==> config.mk <==
export PLATFORM = sky130hd
export DESIGN_NAME = cpd_ram
export DESIGN_NICKNAME = d
export VERILOG_FILES = /design/src/design/cartpole_dynamics_step_top_assert.svh /design/src/design/cpd_ram.sv
export SDC_FILE = /design/constraint.sdc
export NUM_CORES = 2
export LEC_CHECK = 0
export BUFFER_PORTS_ARGS = -buffer_cell sky130_fd_sc_hd__clkbuf_2
export CAP_MARGIN = 20
export CORE_MARGIN = 1
export CORE_UTILIZATION = 53
export CTS_BUF_LIST = sky130_fd_sc_hd__clkbuf_8
export CTS_CLUSTER_DIAMETER = 40
export DETAILED_ROUTE_END_ITERATION = 8
export PLACE_DENSITY = 0.66
export SLEW_MARGIN = 20
export SYNTH_ARGS = -nofsm -noshare
export SYNTH_HDL_FRONTEND = slang
export SYNTH_SLANG_ARGS = --single-unit
==> constraint.sdc <==
create_clock -name clk -period 5.5 [get_ports clk]
set_clock_uncertainty 0.05 [all_clocks]
set_input_delay 1.1 -clock clk [delete_from_list [all_inputs] [get_ports clk]]
set_output_delay 1.1 -clock clk [all_outputs]
set_load 0.02 [all_outputs]
==> src/design/cartpole_dynamics_step_top_assert.svh <==
// Assertion macros shared by the cart-pole RTL.
// Each macro wraps one concurrent assertion clocked on the rising edge and
// disabled while the synchronous active-low reset is asserted.
`ifndef CARTPOLE_DYNAMICS_STEP_TOP_ASSERT_SVH
`define CARTPOLE_DYNAMICS_STEP_TOP_ASSERT_SVH

`ifndef SYNTHESIS
`define CPD_ASSERT(lbl, clk, rst_n, prop) \
  lbl: assert property (@(posedge clk) disable iff (!rst_n) prop) \
    else $error("cartpole assertion failed");
`define CPD_ASSERT_NEVER(lbl, clk, rst_n, expr) \
  lbl: assert property (@(posedge clk) disable iff (!rst_n) !(expr)) \
    else $error("cartpole forbidden condition seen");
`else
`define CPD_ASSERT(lbl, clk, rst_n, prop)
`define CPD_ASSERT_NEVER(lbl, clk, rst_n, expr)
`endif

`endif

==> src/design/cpd_ram.sv <==
`default_nettype none
module cpd_ram #(
  parameter int WIDTH = 32,
  parameter int DEPTH = 64,
  parameter int AW    = (DEPTH > 1) ? $clog2(DEPTH) : 1
) (
  input  wire logic             clk,
  input  wire logic             wr_en,
  input  wire logic [AW-1:0]    wr_addr,
  input  wire logic [WIDTH-1:0] wr_data,
  input  wire logic [AW-1:0]    rd_addr,
  output logic      [WIDTH-1:0] rd_data
);

  logic [WIDTH-1:0] mem [DEPTH];

  always_ff @(posedge clk) begin
    if (wr_en) begin
      mem[wr_addr] <= wr_data;
    end
    rd_data <= mem[rd_addr];
  end

endmodule
`default_nettype wire

# ---- Word-level counts from Yosys, hierarchy flattened
# Memories as Yosys holds them, arrays and structs flattened. A register that Yosys moved wholly into a read port is not among the register bits.
# Index checks and enable logic that the tools add are counted.
dict set report totals {
  in_bits 46
  reg_bits 0
  output_inout_bits 32
  ram_bits 2048
  n_memories 1
  word_cells 3
}
# name depth word_bits rd rd_ports_with_merged_regs write_ports line
set memory_table {}
lappend memory_table {mem 64 32 1 1 1 cpd_ram.sv:15} ;# logic [WIDTH-1:0] mem [DEPTH];
dict set report op_classes {
  mux 2
}
# op n
set ops {}
lappend ops {{2-to-1 mux 1 bit} 2}

# ---- Logic depth before layout (Yosys ltp)
dict set report logic_depth {
  ltp_word 2
  mapped_depth 10
  depth_no_buf 5
}

# ---- Worst setup path after synthesis
# OpenSTA, ideal clock, no wires.
dict set report synth_path {
  kind {input port to flip-flop}
  start {in wr_addr[3]}
  end {mem mem[48][0], enable pin}
  n_path_buf 1
  required_ps 4989
  setup_slack_ps 1190
  path_stages 4
  setup_ps 461
  t_arrival_ps 3799
  path_cell_list {clkbuf_1 nor2b_1 nand4b_1 nor3_1}
}
# item line
set synth_lines {}
lappend synth_lines {{start: declaration} cpd_ram.sv:9} ;# input wire logic [AW-1:0] wr_addr,
lappend synth_lines {{end: declaration} cpd_ram.sv:15}
# Straight into the memory's write port.

==> metrics <==
crit path time final=3.75 ns; Synth Area in Compound Gates=0.0167; Rel. slew slack=0.207; measured slew at the worst slew-check pin=1.18 ns; clock tree sinks=2080; Critical Path AT=4.51 ns; Setup Fix Bufs, Post-CTS=0; Leakage=28.1 nW; Clock Tree Buf Depth=4; Place WS=about 0.77 ns; Endpoint, Worst Hold=rd_data[20]$_DFF_P_; Core Region=about 0.15 mm^2; Setup WS post-layout=1.75 ns; clock buffer count from CTS=342; RR Startpoint=mem[15][27]$_DFFE_PP_; Post-Syn Nets=3370; commonest register cell after synthesis=edfxtp_1; sequential area share after synthesis=0.791; R2R Setup Slk=2.78 ns; run status=completed; worst r2r path cells=4; Post-synth ARST share=0; crit-path max FO=62; Congestion Overflow GR=0; Fin Setup TNS=0 ns; CP required=around 6.3 ns; Multi-input gate area=0.0160 mm^2; Die Y=387 um; Final #Nets=3780; Post-CTS Hold Buffers=0; Clk pin slew, worst setup/hold paths=roughly 0.060 ns; highest routed layer=met5; final setup violation count=0; pin count of the biggest net entering global routing=82; row cnt=140; most common cell after layout, fill and taps aside=edfxtp_1; share of layout cells above drive strength 1=0.319; via count=around 38k; hpwl dp=roughly 120000 um; max_cap viols=0; RSZ-0062 raised after global routing=false; Simple-Gate Fraction of Synth Area=0.0127; adder-cell share of the synthesized area=0; Avg Vias per Cell=6.47; number of synthesized flops with an enable pin=roughly 2k; maximum vdd drop=between 0.2 and 0.25 mV; Final period util=0.681; # DRC=0; Antenna Violating Nets Remaining=0; gr usage total=0.276; WHS=0.701 ns; met2 WL=100000 um; vias in the first global route=39.7k; Initial Util=0.537; CTS resizes=0; crit path capture type=register; CTS tree=built; worst hold path depth=4; CP startpoint kind=input pin; Synth Instances=3324; Max Clock Freq=roughly 270 MHz; Worst R2R End=rd_data[27]$_DFF_P_; number of fill cells=9986; flip-flop and latch area=0.0621 mm^2; Routed WL per cell=34.6 um; I/O Buffers=77; drt total wl=204000 um; Post-Syn Area=0.0785 mm^2; min-delay worst type=reg -> reg; Iteration-0 DRC Markers=5328; die width=~390 um; Slew Limit Fails=0; mux share of post-synthesis cell area=0.168; register bit count reported by yosys=about 2.1k; Area Overhead vs Synth=12.7%; first-pass iteration count of the detailed router=6; critical path class=in -> reg; main combinational cell family by area after synthesis=multiplexers; Syn Area/Cell=23.6 um^2; Cell Pwr Density=roughly 360 mW/mm^2; final hold violations=0; Yosys warning total=0; first-pass GRT wire length=289000 um; Post-Synth XOR/XNOR Area=0; Met3 Routed Length=21700 um; commonest non-fill, non-tap cells in the layout=edfxtp_1 (2048), mux4_2 (544), clkbuf_8 (358); GPL Wtd Cong=0.846; die footprint=0.150 mm^2; Netlist cell types=34; met1 wire length=around 75000 um; Skew-Pair Late Insertion Delay=1.00 ns; Root Buffer=clkbuf_8; min-delay src=mem[12][20]$_DFFE_PP_; antenna violations before repair=20; H-tree depth=5; I/O pin cnt=78
==> per-stage QoR <==
stage	total power, W	utilization	instance area, um^2	instances
after floorplan	0.0188	-	78500	3324
after global placement	0.0196	0.563	82400	5307
after detailed placement	0.0197	0.563	82400	5307
after CTS	0.0318	0.605	88500	5891
after global routing	0.0326	0.605	88500	5892
final	0.0316	0.605	88500	5898
==> Yosys cell counts, types with 5 or more instances <==
| cell | instances | share of area |
|---|---|---|
| dfxtp_1 | 32 | 0.0082 |
| buf_4 | 25 | 0.0024 |
| buf_2 | 57 | 0.0036 |
| nand3_1 | 5 | 0.00032 |
| a311oi_1 | 8 | 0.00089 |
| a21oi_1 | 62 | 0.0040 |
| nor2_1 | 137 | 0.0065 |
| o221ai_1 | 27 | 0.0030 |
| clkbuf_1 | 74 | 0.0035 |
| nand2b_1 | 8 | 0.00064 |
| buf_1 | 21 | 0.0010 |
| nor3_1 | 7 | 0.00045 |
| a22oi_1 | 12 | 0.0011 |
| nor2b_1 | 15 | 0.0012 |
| nand3b_1 | 5 | 0.00048 |
| nand2_1 | 26 | 0.0012 |
| buf_6 | 5 | 0.00072 |
| o22ai_1 | 84 | 0.0067 |
| edfxtp_1 | 2048 | 0.78 |
| mux2i_1 | 93 | 0.012 |
| mux4_2 | 544 | 0.16 |
==> worst max-delay path: stages <==
cell and delay [ns]:
buf_8 0.60, buf_4 0.39, buf_4 0.47, mux4_2 0.58
mux2i_1 0.14, nor2_1 0.08, o32ai_1 0.85, nor3_1 0.11
==> worst max path at each step <==
| stage | from | to | slack [ns] | cells after the start |
|---|---|---|---|---|
| floorplan | wr_addr[3] | mem[48][0]$_DFFE_PP_ | 1.19 | 4 |
| global placement | rd_addr[0] | rd_data[8]$_DFF_P_ | 0.80 | 8 |
| detailed placement | rd_addr[0] | rd_data[17]$_DFF_P_ | 0.77 | 8 |
| CTS | rd_addr[0] | rd_data[17]$_DFF_P_ | 1.86 | 8 |
| global route | rd_addr[0] | rd_data[8]$_DFF_P_ | 1.56 | 8 |
| finish | rd_addr[0] | rd_data[17]$_DFF_P_ | 1.75 | 8 |
==> flip-flops by register name (all words and copies together), names as in the netlist <==
signal / flops
rd_data: 32
mem: 2048
==> final cells by class <==
type,count,share of cell area
Tap cell,1917,0.0271
Multi-Input combinational cell,1062,0.180
Clock buffer,358,0.0557
Timing Repair Buffer,248,0.0209
Antenna cell,7,0.000198
Clock inverter,226,0.0134
Sequential cell,2080,0.702
==> power by group <==
part	total, W	internal [W]	switching [W]
Clock	0.0123	0.00645	0.00585
Sequential	0.0176	0.0176	0.0000834
Combinational	0.00170	0.000596	0.00110
Total	0.0316	0.0246	0.00703
==> per-layer routing <==
| layer | GRT usage | up-vias |
|---|---|---|
| met3 | 0.0624 | 393 |
| met4 | 0.0967 | 12 |
| met2 | 0.447 | 2266 |
| met1 | 0.373 | 20360 |
| li1 | - | 15141 |
| met5 | 0 | - |
==> kinds of logic after synthesis <==
kind of cell           after synthesis
and+or+nand+nor                    223
buffers and inverters              182
AOI/OAI and AO/OA                  202
muxes                              637
DFF                               2080
Power figures use the tool's default switching activity.
